### src/dsv_pkg.sv
// ----------------------------------------------------------------------------
// dsv_pkg: shared types and constants for the date string validator
// Holds the pattern layout, the month-length table and the struct passed
// from the parser to the calendar check.
// ----------------------------------------------------------------------------
package dsv_pkg;

    localparam int unsigned PatternLen = 13;
    localparam int unsigned PosW       = 4;
    localparam int unsigned YearW      = 14;
    localparam int unsigned AccW       = 7;
    localparam int unsigned MonthW     = 4;
    localparam int unsigned DayW       = 5;

    localparam logic [7:0] ChDot   = 8'h2E;
    localparam logic [7:0] ChSpace = 8'h20;
    localparam logic [7:0] ChZero  = 8'h30;
    localparam logic [7:0] ChNine  = 8'h39;

    localparam logic [DayW-1:0] LeapFebDays = DayW'(29);

    typedef enum logic [2:0] {
        POS_YEAR_HI,
        POS_YEAR_LO,
        POS_MONTH,
        POS_DAY,
        POS_DOT,
        POS_SPACE,
        POS_DONE
    } t_pos_kind;

    // Everything the calendar check needs about one finished line
    typedef struct packed {
        logic              full;
        logic              fmt_err;
        logic [YearW-1:0]  year;
        logic [AccW-1:0]   month;
        logic [AccW-1:0]   day;
        logic              leap;
    } t_date_fields;

    function automatic t_pos_kind pos_kind(input logic [PosW-1:0] pos);
        t_pos_kind k;
        case (pos)
            PosW'(0), PosW'(1):   k = POS_YEAR_HI;
            PosW'(2), PosW'(3):   k = POS_YEAR_LO;
            PosW'(4), PosW'(8),
            PosW'(12):            k = POS_DOT;
            PosW'(5), PosW'(9):   k = POS_SPACE;
            PosW'(6), PosW'(7):   k = POS_MONTH;
            PosW'(10), PosW'(11): k = POS_DAY;
            default:              k = POS_DONE;
        endcase
        return k;
    endfunction

    // Non-leap month lengths, month numbered 1..12
    function automatic logic [DayW-1:0] month_days(input logic [MonthW-1:0] m);
        logic [DayW-1:0] d;
        case (m)
            MonthW'(2):                                     d = DayW'(28);
            MonthW'(4), MonthW'(6), MonthW'(9), MonthW'(11): d = DayW'(30);
            default:                                        d = DayW'(31);
        endcase
        return d;
    endfunction

endpackage

### src/dsv_calendar.sv
// ----------------------------------------------------------------------------
// dsv_calendar: calendar check of a parsed date
// Decides whether the parsed year, month and day form a real Gregorian date.
// ----------------------------------------------------------------------------
module dsv_calendar (
    input  dsv_pkg::t_date_fields i_fields,
    output logic                  o_ok
);

    logic                      month_ok;
    logic [dsv_pkg::DayW-1:0]  dim;
    logic [dsv_pkg::MonthW-1:0] month_n;

    assign month_ok = (i_fields.month >= dsv_pkg::AccW'(1))
                   && (i_fields.month <= dsv_pkg::AccW'(12));
    assign month_n  = i_fields.month[dsv_pkg::MonthW-1:0];

    always_comb begin
        if (i_fields.leap && month_n == dsv_pkg::MonthW'(2)) begin
            dim = dsv_pkg::LeapFebDays;
        end else begin
            dim = dsv_pkg::month_days(month_n);
        end
    end

    assign o_ok = i_fields.full && !i_fields.fmt_err && month_ok
               && (i_fields.year != '0)
               && (i_fields.day >= dsv_pkg::AccW'(1))
               && (i_fields.day <= dsv_pkg::AccW'(dim));

endmodule

### src/date_string_validator.sv
// ----------------------------------------------------------------------------
// date_string_validator: checks a "YYYY. MM. DD." date line
// Parses one byte per transfer and reports the date at the end of the line.
// ----------------------------------------------------------------------------
// Usage:
//   Input channel (i_in_valid / o_in_stall) carries one ASCII byte per
//   transfer in i_ch, with i_line_end high on the last byte of a line.
//   Output channel (o_out_valid / i_out_stall) carries one result per line:
//   o_valid_res and the parsed year, month and day (all zero if invalid).
//   The byte ending a line produces its result in the output register in
//   the cycle after the transfer. Throughput is one byte per cycle while
//   o_in_stall is low; lines then run back to back with no gap.
//   Year, month and day accumulate as digits arrive, and the leap-year test
//   is tracked from the year digits as they pass, so the end-of-line check
//   is one short compare against the month-length table.
//   Bytes beyond the thirteenth are ignored until the line end.
//   Reset (synchronous, active low) clears the parser and empties the
//   output register. While a result sits in the output register and the
//   receiver stalls, o_in_stall is raised and the input holds.
// ----------------------------------------------------------------------------
module date_string_validator (
    input  logic                       i_clk,
    input  logic                       i_rst_n,
    input  logic                       i_in_valid,
    output logic                       o_in_stall,
    input  logic [7:0]                 i_ch,
    input  logic                       i_line_end,
    output logic                       o_out_valid,
    input  logic                       i_out_stall,
    output logic                       o_valid_res,
    output logic [dsv_pkg::YearW-1:0]  o_year,
    output logic [dsv_pkg::MonthW-1:0] o_month,
    output logic [dsv_pkg::DayW-1:0]   o_day
);

    logic [dsv_pkg::PosW-1:0]   r_pos,   n_pos;
    logic                       r_err,   n_err;
    logic [dsv_pkg::YearW-1:0]  r_year,  n_year;
    logic [dsv_pkg::AccW-1:0]   r_month, n_month;
    logic [dsv_pkg::AccW-1:0]   r_day,   n_day;
    logic [1:0]                 r_hi_m4, n_hi_m4;
    logic [1:0]                 r_lo_m4, n_lo_m4;
    logic                       r_lo_zero, n_lo_zero;

    logic                       r_out_vld;
    logic                       r_res_ok;
    logic [dsv_pkg::YearW-1:0]  r_res_year;
    logic [dsv_pkg::MonthW-1:0] r_res_month;
    logic [dsv_pkg::DayW-1:0]   r_res_day;

    logic                       in_xfer;
    logic                       out_free;
    logic                       is_digit;
    logic [3:0]                 digit;
    dsv_pkg::t_pos_kind         kind;
    dsv_pkg::t_date_fields      fields;
    logic                       date_ok;

    assign o_in_stall = r_out_vld && i_out_stall;
    assign out_free   = !o_in_stall;
    assign in_xfer    = i_in_valid && !o_in_stall;

    assign is_digit = (i_ch >= dsv_pkg::ChZero) && (i_ch <= dsv_pkg::ChNine);
    assign digit    = i_ch[3:0];
    assign kind     = dsv_pkg::pos_kind(r_pos);

    always_comb begin
        n_pos     = r_pos;
        n_err     = r_err;
        n_year    = r_year;
        n_month   = r_month;
        n_day     = r_day;
        n_hi_m4   = r_hi_m4;
        n_lo_m4   = r_lo_m4;
        n_lo_zero = r_lo_zero;
        if (kind != dsv_pkg::POS_DONE) begin
            n_pos = r_pos + dsv_pkg::PosW'(1);
        end
        case (kind)
            dsv_pkg::POS_DOT: begin
                if (i_ch != dsv_pkg::ChDot) n_err = 1'b1;
            end
            dsv_pkg::POS_SPACE: begin
                if (i_ch != dsv_pkg::ChSpace) n_err = 1'b1;
            end
            dsv_pkg::POS_YEAR_HI, dsv_pkg::POS_YEAR_LO: begin
                if (!is_digit) begin
                    n_err = 1'b1;
                end else begin
                    n_year = {r_year[dsv_pkg::YearW-4:0], 3'b000}
                           + {r_year[dsv_pkg::YearW-2:0], 1'b0}
                           + dsv_pkg::YearW'(digit);
                    // (10a + b) mod 4 == (2a + b) mod 4
                    if (kind == dsv_pkg::POS_YEAR_HI) begin
                        n_hi_m4 = {r_hi_m4[0], 1'b0} + digit[1:0];
                    end else begin
                        n_lo_m4   = {r_lo_m4[0], 1'b0} + digit[1:0];
                        n_lo_zero = r_lo_zero && (digit == 4'd0);
                    end
                end
            end
            dsv_pkg::POS_MONTH: begin
                if (!is_digit) begin
                    n_err = 1'b1;
                end else begin
                    n_month = {r_month[dsv_pkg::AccW-4:0], 3'b000}
                            + {r_month[dsv_pkg::AccW-2:0], 1'b0}
                            + dsv_pkg::AccW'(digit);
                end
            end
            dsv_pkg::POS_DAY: begin
                if (!is_digit) begin
                    n_err = 1'b1;
                end else begin
                    n_day = {r_day[dsv_pkg::AccW-4:0], 3'b000}
                          + {r_day[dsv_pkg::AccW-2:0], 1'b0}
                          + dsv_pkg::AccW'(digit);
                end
            end
            default: begin
            end
        endcase
    end

    always_comb begin
        fields.full    = (n_pos == dsv_pkg::PosW'(dsv_pkg::PatternLen));
        fields.fmt_err = n_err;
        fields.year    = n_year;
        fields.month   = n_month;
        fields.day     = n_day;
        fields.leap    = (n_lo_zero && n_hi_m4 == 2'd0)
                      || (!n_lo_zero && n_lo_m4 == 2'd0);
    end

    dsv_calendar u_calendar (
        .i_fields (fields),
        .o_ok     (date_ok)
    );

    // Parser state: advance on each transfer, clear after the line end
    always_ff @(posedge i_clk) begin
        if (!i_rst_n || (in_xfer && i_line_end)) begin
            r_pos     <= '0;
            r_err     <= 1'b0;
            r_year    <= '0;
            r_month   <= '0;
            r_day     <= '0;
            r_hi_m4   <= '0;
            r_lo_m4   <= '0;
            r_lo_zero <= 1'b1;
        end else if (in_xfer) begin
            r_pos     <= n_pos;
            r_err     <= n_err;
            r_year    <= n_year;
            r_month   <= n_month;
            r_day     <= n_day;
            r_hi_m4   <= n_hi_m4;
            r_lo_m4   <= n_lo_m4;
            r_lo_zero <= n_lo_zero;
        end
    end

    always_ff @(posedge i_clk) begin
        if (!i_rst_n) begin
            r_out_vld <= 1'b0;
        end else if (out_free) begin
            r_out_vld <= in_xfer && i_line_end;
        end
    end

    always_ff @(posedge i_clk) begin
        if (out_free && in_xfer && i_line_end) begin
            r_res_ok    <= date_ok;
            r_res_year  <= date_ok ? n_year : '0;
            r_res_month <= date_ok ? n_month[dsv_pkg::MonthW-1:0] : '0;
            r_res_day   <= date_ok ? n_day[dsv_pkg::DayW-1:0] : '0;
        end
    end

    assign o_out_valid = r_out_vld;
    assign o_valid_res = r_res_ok;
    assign o_year      = r_res_year;
    assign o_month     = r_res_month;
    assign o_day       = r_res_day;

    a_pos_bound: assert property (@(posedge i_clk) disable iff (!i_rst_n)
        r_pos <= dsv_pkg::PosW'(dsv_pkg::PatternLen))
        else $error("pattern position ran past the pattern length");

    a_line_end_result: assert property (@(posedge i_clk) disable iff (!i_rst_n)
        in_xfer && i_line_end |=> o_out_valid)
        else $error("line end transfer gave no result");

    a_month_range: assert property (@(posedge i_clk) disable iff (!i_rst_n)
        o_out_valid && o_valid_res |->
            o_month >= dsv_pkg::MonthW'(1) && o_month <= dsv_pkg::MonthW'(12)
            && o_day != '0 && o_year != '0)
        else $error("valid date carries an out-of-range field");

    a_invalid_zero: assert property (@(posedge i_clk) disable iff (!i_rst_n)
        o_out_valid && !o_valid_res |-> o_year == '0 && o_month == '0 && o_day == '0)
        else $error("invalid date carries nonzero fields");

    a_clear_after_end: assert property (@(posedge i_clk) disable iff (!i_rst_n)
        in_xfer && i_line_end |=> r_pos == '0 && !r_err)
        else $error("parser not cleared after line end");

endmodule
### config.mk
export PLATFORM = sky130hd
export DESIGN_NAME = date_string_validator
export DESIGN_NICKNAME = d
export VERILOG_FILES = /design/src/dsv_pkg.sv /design/src/dsv_calendar.sv /design/src/date_string_validator.sv
export SDC_FILE = /design/constraint.sdc
export NUM_CORES = 1
export LEC_CHECK = 0
export ABC_CLOCK_PERIOD_IN_PS = 6400
export BUFFER_PORTS_ARGS = -buffer_cell sky130_fd_sc_hd__buf_2
export CAP_MARGIN = 20
export CORE_ASPECT_RATIO = 0.75
export CORE_MARGIN = 5
export CORE_UTILIZATION = 65
export CTS_CLUSTER_DIAMETER = 80
export DETAILED_ROUTE_END_ITERATION = 10
export HOLD_SLACK_MARGIN = 0.1
export PLACE_DENSITY = 0.93
export SLEW_MARGIN = 20
export SYNTH_ARGS = -nofsm -noshare
export SYNTH_HDL_FRONTEND = slang
export SYNTH_HIERARCHICAL = 1
export SYNTH_SLANG_ARGS = --single-unit
### constraint.sdc
create_clock -name i_clk -period 6.4 [get_ports i_clk]
set_input_delay 0.32 -clock i_clk [delete_from_list [all_inputs] [get_ports i_clk]]
set_output_delay 0.32 -clock i_clk [all_outputs]
set_load 0.01 [all_outputs]
==> results of run 1 <==
layer usage:
metal  global-route usage  vias up  part of all wire
met1                0.313     1893              0.42
met2                0.468      180              0.49
met5                    0        -                 0
met4               0.0907        0             0.024
met3               0.0730       42             0.072
li1                     -     1905                 -
cell usage after synthesis, types with 7 or more instances:
master	count	area share
a21o_1	8	0.013
nor2_1	23	0.019
ha_1	41	0.11
dfxtp_1	42	0.18
edfxtp_1	24	0.16
a21oi_1	41	0.045
or3_1	7	0.0096
and2_1	24	0.033
nand2_1	68	0.056
xor2_1	8	0.015
o21a_1	8	0.013
nand3_1	22	0.024
xnor2_1	12	0.023
o21ai_0	23	0.025
mux2_2	12	0.030
clkbuf_1	11	0.0090
inv_1	23	0.019
layout make-up:
type	instances	area [sq um]
Clock inverter	6	43.8
Sequential cell	66	1560
Timing Repair Buffer	42	224
Inverter	23	86.3
Fill cell	505	1850
Multi-Input combinational cell	399	2830
Clock buffer	10	128
Tap cell	84	105
power groups by stage:
stage / Sequential (uW) / Clock, uW / Combinational [uW]
4_1_cts: 446 / 315 / 66.8
5_1_grt: 447 / 338 / 73.9
3_3_place_gp: 455 / 0 / 63.4
6_report: 446 / 313 / 67.6
2_1_floorplan: 458 / 0 / 40.3
3_5_place_dp: 456 / 0 / 66.4
state kept, by name, indices dropped and copies added (netlist names):
register,count
r_pos,4
r_err,1
kind,3
r_month,7
o_day,5
o_out_valid,1
r_hi_m4,2
r_lo_zero,1
o_valid_res,1
r_year,14
r_lo_m4,2
o_year,14
o_month,4
r_day,7
critical path, cell delays in order (launching register included):
cell and delay [ps]:
dfxtp_1 360, inv_1 90, fa_1 500, inv_1 70, fa_1 450, a21oi_1 270
o22ai_1 120, o41ai_1 450, xor2_1 280, a21oi_1 110, nor4_1 180, nand4_1 180
and4b_1 450, inv_1 330, o211ai_1 140
cells by family after synthesis:
logic type / count (synthesis) / synth area share
simple gates: 195 / 0.227
compound gates: 121 / 0.173
flops: 66 / 0.341
fa+ha+maj: 48 / 0.140
buf+inv: 45 / 0.0423
xor+xnor: 21 / 0.0432
mux: 14 / 0.0339
through the flow:
step           setup WS (ps)  hold slack [ps]  area [sq um]  total power (uW)   util
2_1_floorplan           2750              438          4580               498      -
3_3_place_gp            2220              454          4800               519  0.702
3_5_place_dp            2020              478          4800               522  0.702
4_1_cts                 2210              201          4970               828  0.727
5_1_grt                 1820              217          4980               859  0.729
6_report                2150              209          4980               827  0.729
placed cells by master (no fill, tap or decap), types with 3 or more instances in the layout:
cell type / Yosys / routed
nand3b_1: 3 / 3
o21a_1: 8 / 8
o21ai_0: 23 / 23
clkinv_4: 0 / 3
clkbuf_8: 0 / 9
edfxtp_1: 24 / 24
nand4_1: 6 / 6
buf_2: 5 / 38
nand2b_1: 4 / 4
a21o_1: 8 / 8
nor3_1: 6 / 6
a21oi_1: 41 / 41
a31oi_1: 6 / 6
nor3b_1: 3 / 3
o211ai_1: 6 / 6
dfxtp_1: 42 / 42
nand3_1: 22 / 22
nor2_1: 23 / 22
ha_1: 41 / 41
inv_1: 23 / 23
or3_1: 7 / 7
buf_4: 3 / 3
fa_1: 6 / 6
mux2_2: 12 / 12
o31ai_1: 3 / 3
xnor2_1: 12 / 12
and2_1: 24 / 24
nor4_1: 6 / 6
xor2_1: 8 / 8
and3_1: 4 / 4
a211oi_1: 3 / 3
nand2_1: 68 / 68
path summary, 6_finish.rpt:
check | startpoint | endpoint | slack (ps) | depth (start not counted)
max reg2reg | r_year[0]$_SDFFE_PP0P_ | o_year[13]$_SDFFCE_PN0P_ | 2150 | 14
min | i_rst_n | o_out_valid$_SDFFE_PN0N_ | 210 | 2
min reg2reg | r_day[4]$_SDFFE_PP0P_ | r_day[4]$_SDFFE_PP0P_ | 490 | 2
max | r_year[0]$_SDFFE_PP0P_ | o_year[13]$_SDFFCE_PN0P_ | 2150 | 14
==> run metrics, run 1 <==
outcome=finished clean; Sequential Power Share=0.540; switching part of the total=0.269; Root Buffer=clkbuf_8; CP Launch Type=register; Peak supply drop=0.000135 V; post-synthesis register bit count=66; Gate power share=0.082; final instance count without filler cells=630; number of global-route vias before repair=3943; num rows=26; unrepaired setup endpoints after global routing=no; core area=0.00683 sq mm; Worst setup EP type=register; GRT Util Overall=0.264; Worst EP required=6500 ps; CTS tree=done; initial core utilization=0.670; antenna violations before repair=0; DP Cell Count=613; Synth Instances=510; Hold WC Path Type=input port to register; Crit Path Class=register to register; Routed WL=11200 um; Die Span Y=82.7 um; switching pwr=222 uW; post-synth cell types=73; Clock Latency Late Sink=360 ps; H-tree depth=3; DR WL/cell=17.8 um; internal power=605 uW; Slew Limit Fails=0; setup repair bufs after CTS=0; Max Cap Violations=0; DR DRC count=0; Initial DRC Count=356; critical path peak fanout=20; Layout Area Growth over Synthesis=8.72%; PostCTS Resize Cnt=0; mapped cell area=0.00458 sq mm; CTS clk-pin slew, worst paths=80 ps; Synth warnings=6; Arrival @ worst endpoint=4350 ps; net count after synthesis=570; Top FF cell, synth=dfxtp_1; antenna cells=0; Post-CTS Hold Fix Bufs=0; Buffers on Ports=38; Max clock buf depth=2; min Tclk post-route=4250 ps; fraction of registers with async set/reset=0; sequential-to-total area share from yosys stat=0.341; Fmax=0.235 GHz; Mean Syn Cell Area=8.98 sq um; number of buffers created by CTS=9; Routability Congestion=0.937; global route total overflow=0; # setup viols final=0; Post-synth EDFFs=24; pwr dens=166 mW/mm^2; via count=4020; Die W=107 um; die area=0.00884 sq mm; clock skew=15.4 ps; num ports=39; Fin. Hold Viols=0; layout cell share with drive strength beyond 1=0.159; clock tree sinks=66; Clock power frac=0.379; first-pass GRT wire length=18300 um; drt first pass iters=7; fin crit share=0.664; Nets=601; DP HPWL=8150 um; vias per cell=6.38; Slew @ Worst Pin=872 ps; setup TNS=0 ps; antenna viol nets, final=0; Slew headroom=0.415; leakage=0.00211 uW; largest net degree at the start of global routing=30
No activity file was read; power rests on OpenSTA's default activity.
==> run 2: changes to the inputs <==
ABC_CLOCK_PERIOD_IN_PS = 4400   (was 6400)
CORE_UTILIZATION = 61   (was 65)
PLACE_DENSITY = 0.88   (was 0.93)
clock period = 4.4 ns   (was 6.4 ns; I/O delays follow)
==> run metrics, run 2 (synthesis gave the netlist of run 1 again) <==
critical path peak fanout=20 (unchanged); clock tree sinks=66 (unchanged); Slew headroom=0.475 (+0.0597); Worst EP required=4480 ps (-2020 ps); CTS clk-pin slew, worst paths=80 ps (about the same); # setup viols final=0 (unchanged); DP Cell Count=634 (+3.4%); leading cell types in the layout, fill and taps excluded=nand2_1, dfxtp_1, a21oi_1, ha_1, buf_2; antenna viol nets, final=0 (unchanged); Peak supply drop=0.000188 V (+39%); switching pwr=308 uW (+38%); Layout Area Growth over Synthesis=10.4%; Root Buffer=clkbuf_8; H-tree depth=3 (unchanged); Arrival @ worst endpoint=4100 ps (-250 ps); fin crit share=0.911 (+0.247); via count=3947 (-1.8%); setup TNS=0 ps (unchanged); Gate power share=0.078 (-0.004); Fmax=0.249 GHz (+6.0%); internal power=992 uW (+64%); Routability Congestion=0.951 (+1.5%); Die Span Y=85.0 um (+2.8%); DR WL/cell=16.5 um (-7.3%); core area=0.00733 sq mm (+7.3%); Die W=110 um (+2.9%); min Tclk post-route=4010 ps (-241 ps); Slew @ Worst Pin=785 ps (-86.8 ps); design area=0.00506 sq mm (+1.6%); global route total overflow=0 (unchanged); Initial DRC Count=255 (-28%); DR DRC count=0 (unchanged); commonest non-fill, non-tap cell in the layout=nand2_1; die area=0.00936 sq mm (+5.8%); CP Launch Type=register; Worst setup EP type=register; Tot Pwr=1300 uW (+57%); GRT Util Overall=0.245 (-0.0193); number of global-route vias before repair=3788 (-3.9%); Slew Limit Fails=0 (unchanged); unrepaired setup endpoints after global routing=no; outcome=finished clean; first-pass GRT wire length=18100 um (-1.2%); Clock power frac=0.424 (+0.045); number of buffers created by CTS=9 (unchanged); register-to-register setup slack=390 ps (-1760 ps); FILL cells=580 (+15%); hold wc startpoint=i_rst_n; worst reg-to-reg path cell count=15 (+1); leakage=0.00214 uW (+1.5%); Routed WL=10700 um (-4.4%); antenna cells=0 (unchanged); DP Area=0.00485 sq mm (+1.1%); Sequential Power Share=0.498 (-0.042); final worst slack=390 ps (-1760 ps); layout cell share with drive strength beyond 1=0.166 (+0.00642); RR Endpoint=o_year[13]$_SDFFCE_PN0P_; Fin. Hold Viols=0 (unchanged); Crit Path Class=register to register; cell depth of the worst hold path=2 (unchanged); DP HPWL=7880 um (-3.3%); final instance count without filler cells=650 (+3.2%); antenna violations before repair=0 (unchanged); largest net degree at the start of global routing=30 (unchanged); reg-to-reg startpoint=r_year[0]$_SDFFE_PP0P_; switching part of the total=0.237 (-0.0320); clock skew=9.13 ps (-6.23 ps); initial core utilization=0.625 (-0.0456); Nets=604 (+0.50%); Hold Path End=o_out_valid$_SDFFE_PN0N_; vias per cell=6.07 (-4.8%); pwr dens=257 mW/mm^2 (+55%); num ports=39 (unchanged); Max clock buf depth=2 (unchanged); Max Cap Violations=0 (unchanged); Clock Latency Late Sink=350 ps (about the same); drt first pass iters=8 (+1); Buffers on Ports=38 (unchanged); num rows=27 (+3.8%); dpl ws=261 ps (-1760 ps); Hold WC Path Type=input port to register; CTS tree=done
run 2: cell count changes in the layout (fill, tap and decap cells not counted), sizes merged:
cell    delta
bufinv     +2
buf        +3
clkinv     -2
run 2: what timing repair did:
action	in CTS	in global routing
endpoints found under the hold margin	0	0
gates resized for setup	0	2
hold buffers	0	0
setup endpoints to repair	0	6
buffers inserted	0	0
run 2: final cells by class:
class	count	area [sq um]	area share
clock inverters	6	81.3	0.0161
clock buffers	10	128	0.0252
multi-input cells	399	2830	0.560
well taps	101	126	0.0250
inverters	23	86.3	0.0171
repair buffers	45	243	0.0480
flip-flops and latches	66	1560	0.309
run 2: power by group through the flow:
| stage | registers (uW) | logic [uW] | clock network (uW) |
|---|---|---|---|
| floorplan | 666 | 58.6 | 0 |
| global placement | 660 | 96.4 | 0 |
| detailed placement | 661 | 99.9 | 0 |
| CTS | 647 | 101 | 559 |
| global route | 648 | 112 | 586 |
| finish | 647 | 101 | 551 |
run 2: routing by layer:
metal	wire, um	vias to the layer above	GRT usage	part of all wire
met5	0	-	0	0
met1	4690	1851	0.324	0.44
li1	-	1912	-	-
met4	174	0	0.0815	0.016
met3	1010	18	0.0624	0.093
met2	4880	166	0.388	0.45
run 2: stage by stage:
step	hold slack, ps	utilization
2_1_floorplan	338	-
3_3_place_gp	452	0.661
3_5_place_dp	462	0.661
4_1_cts	103	0.690
5_1_grt	110	0.690
6_report	111	0.690
run 2: worst max-delay path by stage:
stage	start	to	slack (ps)	depth (start not counted)
4_1_cts	r_month[0]$_SDFFE_PP0P_	o_year[12]$_SDFFCE_PN0P_	320	12
3_3_place_gp	i_ch[3]	o_year[13]$_SDFFCE_PN0P_	430	15
5_1_grt	r_year[0]$_SDFFE_PP0P_	o_year[13]$_SDFFCE_PN0P_	80	14
3_5_place_dp	i_ch[3]	o_year[13]$_SDFFCE_PN0P_	260	15
2_1_floorplan	r_month[0]$_SDFFE_PP0P_	o_year[13]$_SDFFCE_PN0P_	800	14
6_report	r_year[0]$_SDFFE_PP0P_	o_year[13]$_SDFFCE_PN0P_	390	15
run 2: critical path: stages (launching register included):
cell	delay, ps
dfxtp_1	350
inv_1	80
fa_1	530
inv_1	80
fa_1	470
a21oi_1	280
o22ai_1	110
o41ai_1	410
xor2_1	330
a21oi_1	120
nor4_1	180
nand4_1	160
and4b_2	380
nand3_1	90
or3_1	100
o211ai_1	80
==> run 3: changes to the inputs <==
RECOVER_POWER = 50   (was default)
==> run metrics, run 3 (synthesis gave the netlist of run 1 again) <==
outcome=finished clean; Slew Limit Fails=0 (unchanged); H-tree depth=3 (unchanged); via count=3940 (-0.18%); DP HPWL=7880 um (unchanged); GRT Util Overall=0.245 (unchanged); FILL cells=604 (+4.1%); initial core utilization=0.625 (unchanged); core area=0.00733 sq mm (unchanged); Clock Latency Late Sink=350 ps (about the same); Hold WC Path Type=input port to register; commonest non-fill, non-tap cell in the layout=nand2_1; crit path max-delay cell type=fa_1; Buffers on Ports=38 (unchanged); Crit Path Class=register to register; Arrival @ worst endpoint=4080 ps (-20 ps); Max Cap Violations=0 (unchanged); Routed WL=10800 um (+0.10%); Worst EP required=4490 ps (about the same); fin crit share=0.907 (-0.00399); slowest stage delay, CP=530 ps (about the same); footprint of the multi-input gates=0.00280 sq mm (-1.3%); Worst setup EP type=register; Die Span Y=85.0 um (unchanged); Initial DRC Count=241 (-5.5%); final core utilization=0.680 (-0.00973); CP Launch Type=register; CTS tree=done; # setup viols final=0 (unchanged); vias per cell=6.06 (-0.18%); critical path peak fanout=20 (unchanged); layout cell share with drive strength beyond 1=0.107 (-0.0583); Fmax=0.250 GHz (+0.44%); Root Buffer=clkbuf_8; Post-CTS Hold Fix Bufs=0 (unchanged); register area=0.00156 sq mm (unchanged); num ports=39 (unchanged); CTS clk-pin slew, worst paths=70 ps (about the same); num rows=27 (unchanged); largest net degree at the start of global routing=30 (unchanged); antenna viol nets, final=0 (unchanged); Max clock buf depth=2 (unchanged); register-to-register setup slack=410 ps (+20 ps); Die W=110 um (unchanged); number of global-route vias before repair=3788 (unchanged); Routability Congestion=0.951 (unchanged); unrepaired setup endpoints after global routing=no; setup repair bufs after CTS=0 (unchanged); min Tclk post-route=3990 ps (-17.6 ps); antenna violations before repair=0 (unchanged); number of buffers created by CTS=9 (unchanged); DR WL/cell=16.6 um (+0.10%); Fin. Hold Viols=0 (unchanged); Slew @ Worst Pin=1320 ps (+530 ps); first-pass GRT wire length=18100 um (unchanged); crit path cell chain=inv_1 > fa_1 > inv_1 > fa_1 > a21oi_1 > o22ai_1 > o41ai_1 > xor2_1 > a21oi_1 > nor4_1 > nand4_1 > and4b_2 > nand3_1 > or3_1 > o211ai_1; die area=0.00936 sq mm (unchanged); Layout Area Growth over Synthesis=8.88%; DR DRC count=0 (unchanged); Nets=604 (unchanged); global route total overflow=0 (unchanged); antenna cells=0 (unchanged); clock skew=7.91 ps (-1.23 ps); pwr dens=259 mW/mm^2 (+0.89%); drt first pass iters=5 (-3); design area=0.00499 sq mm (-1.4%); clock tree sinks=66 (unchanged); Slew headroom=0.123 (-0.352); setup TNS=0 ps (unchanged); leading cell types in the layout, fill and taps excluded=nand2_1, a21oi_1, dfxtp_1; Peak supply drop=0.000188 V (+0.12%); DP Area=0.00485 sq mm (unchanged); leakage=0.00206 uW (-3.7%)
==> run 3: changes by cell type in the layout (fill, tap and decap cells not counted), sizes merged <==
cell	delta
buf	-26
clkbuf	+26
==> run 3: through the flow <==
| stage | hold WS, ps | worst slack (ps) | total power, uW | std cells |
|---|---|---|---|---|
| finish | 113 | 407 | 1290 | 650 |
| global placement | 452 | 427 | 757 | 634 |
| CTS | 103 | 323 | 1310 | 650 |
| detailed placement | 462 | 261 | 761 | 634 |
| global route | 110 | 75.6 | 1340 | 650 |
| floorplan | 338 | 800 | 724 | 510 |
==> run 3: where the power goes <==
part | leakage, uW | internal [uW] | total (uW) | switching (uW)
combinational | 0.00139 | 31.3 | 96.0 | 64.6
clock | 0.000104 | 315 | 549 | 234
sequential | 0.000569 | 642 | 648 | 5.39
==> run 3: timing repair <==
action	CTS	global route
resized for setup	0	2
endpoints found under the setup margin	0	6
endpoints found under the hold margin	0	0
==> run 3: final timing paths <==
kind                           start                        to  cells past startpoint
min                          i_rst_n  o_out_valid$_SDFFE_PN0N_                      2
max           r_year[0]$_SDFFE_PP0P_  o_year[13]$_SDFFCE_PN0P_                     15
min reg2reg  r_hi_m4[1]$_SDFFE_PP0P_   r_hi_m4[1]$_SDFFE_PP0P_                      2
max reg2reg   r_year[0]$_SDFFE_PP0P_  o_year[13]$_SDFFCE_PN0P_                     15
==> run 3: per-layer routing <==
layer  track usage  vias up  share of wire  wire [um]
li1              -     1913              -          -
met1         0.324     1855           0.44       4710
met2         0.388      153           0.45       4850
met3        0.0624       19          0.093        998
met4        0.0815        0          0.019        201
met5             0        -              0          0
==> run 3: area by class of cell <==
class                           instances  area share
Clock buffer                           10      0.0256
Clock inverter                          6      0.0163
Inverter                               23      0.0173
Multi-Input combinational cell        399       0.561
Sequential cell                        66       0.313
Tap cell                              101      0.0253
Timing Repair Buffer                   45      0.0417
==> run 3: worst max-delay path, delay by kind of cell, from the launching register on <==
family | cells | cell delay, ps
flops | 1 | 350
buf+inv | 2 | 160
simple gates | 5 | 900
compound gates | 5 | 990
xor+xnor | 1 | 330
fa+ha+maj | 2 | 1000
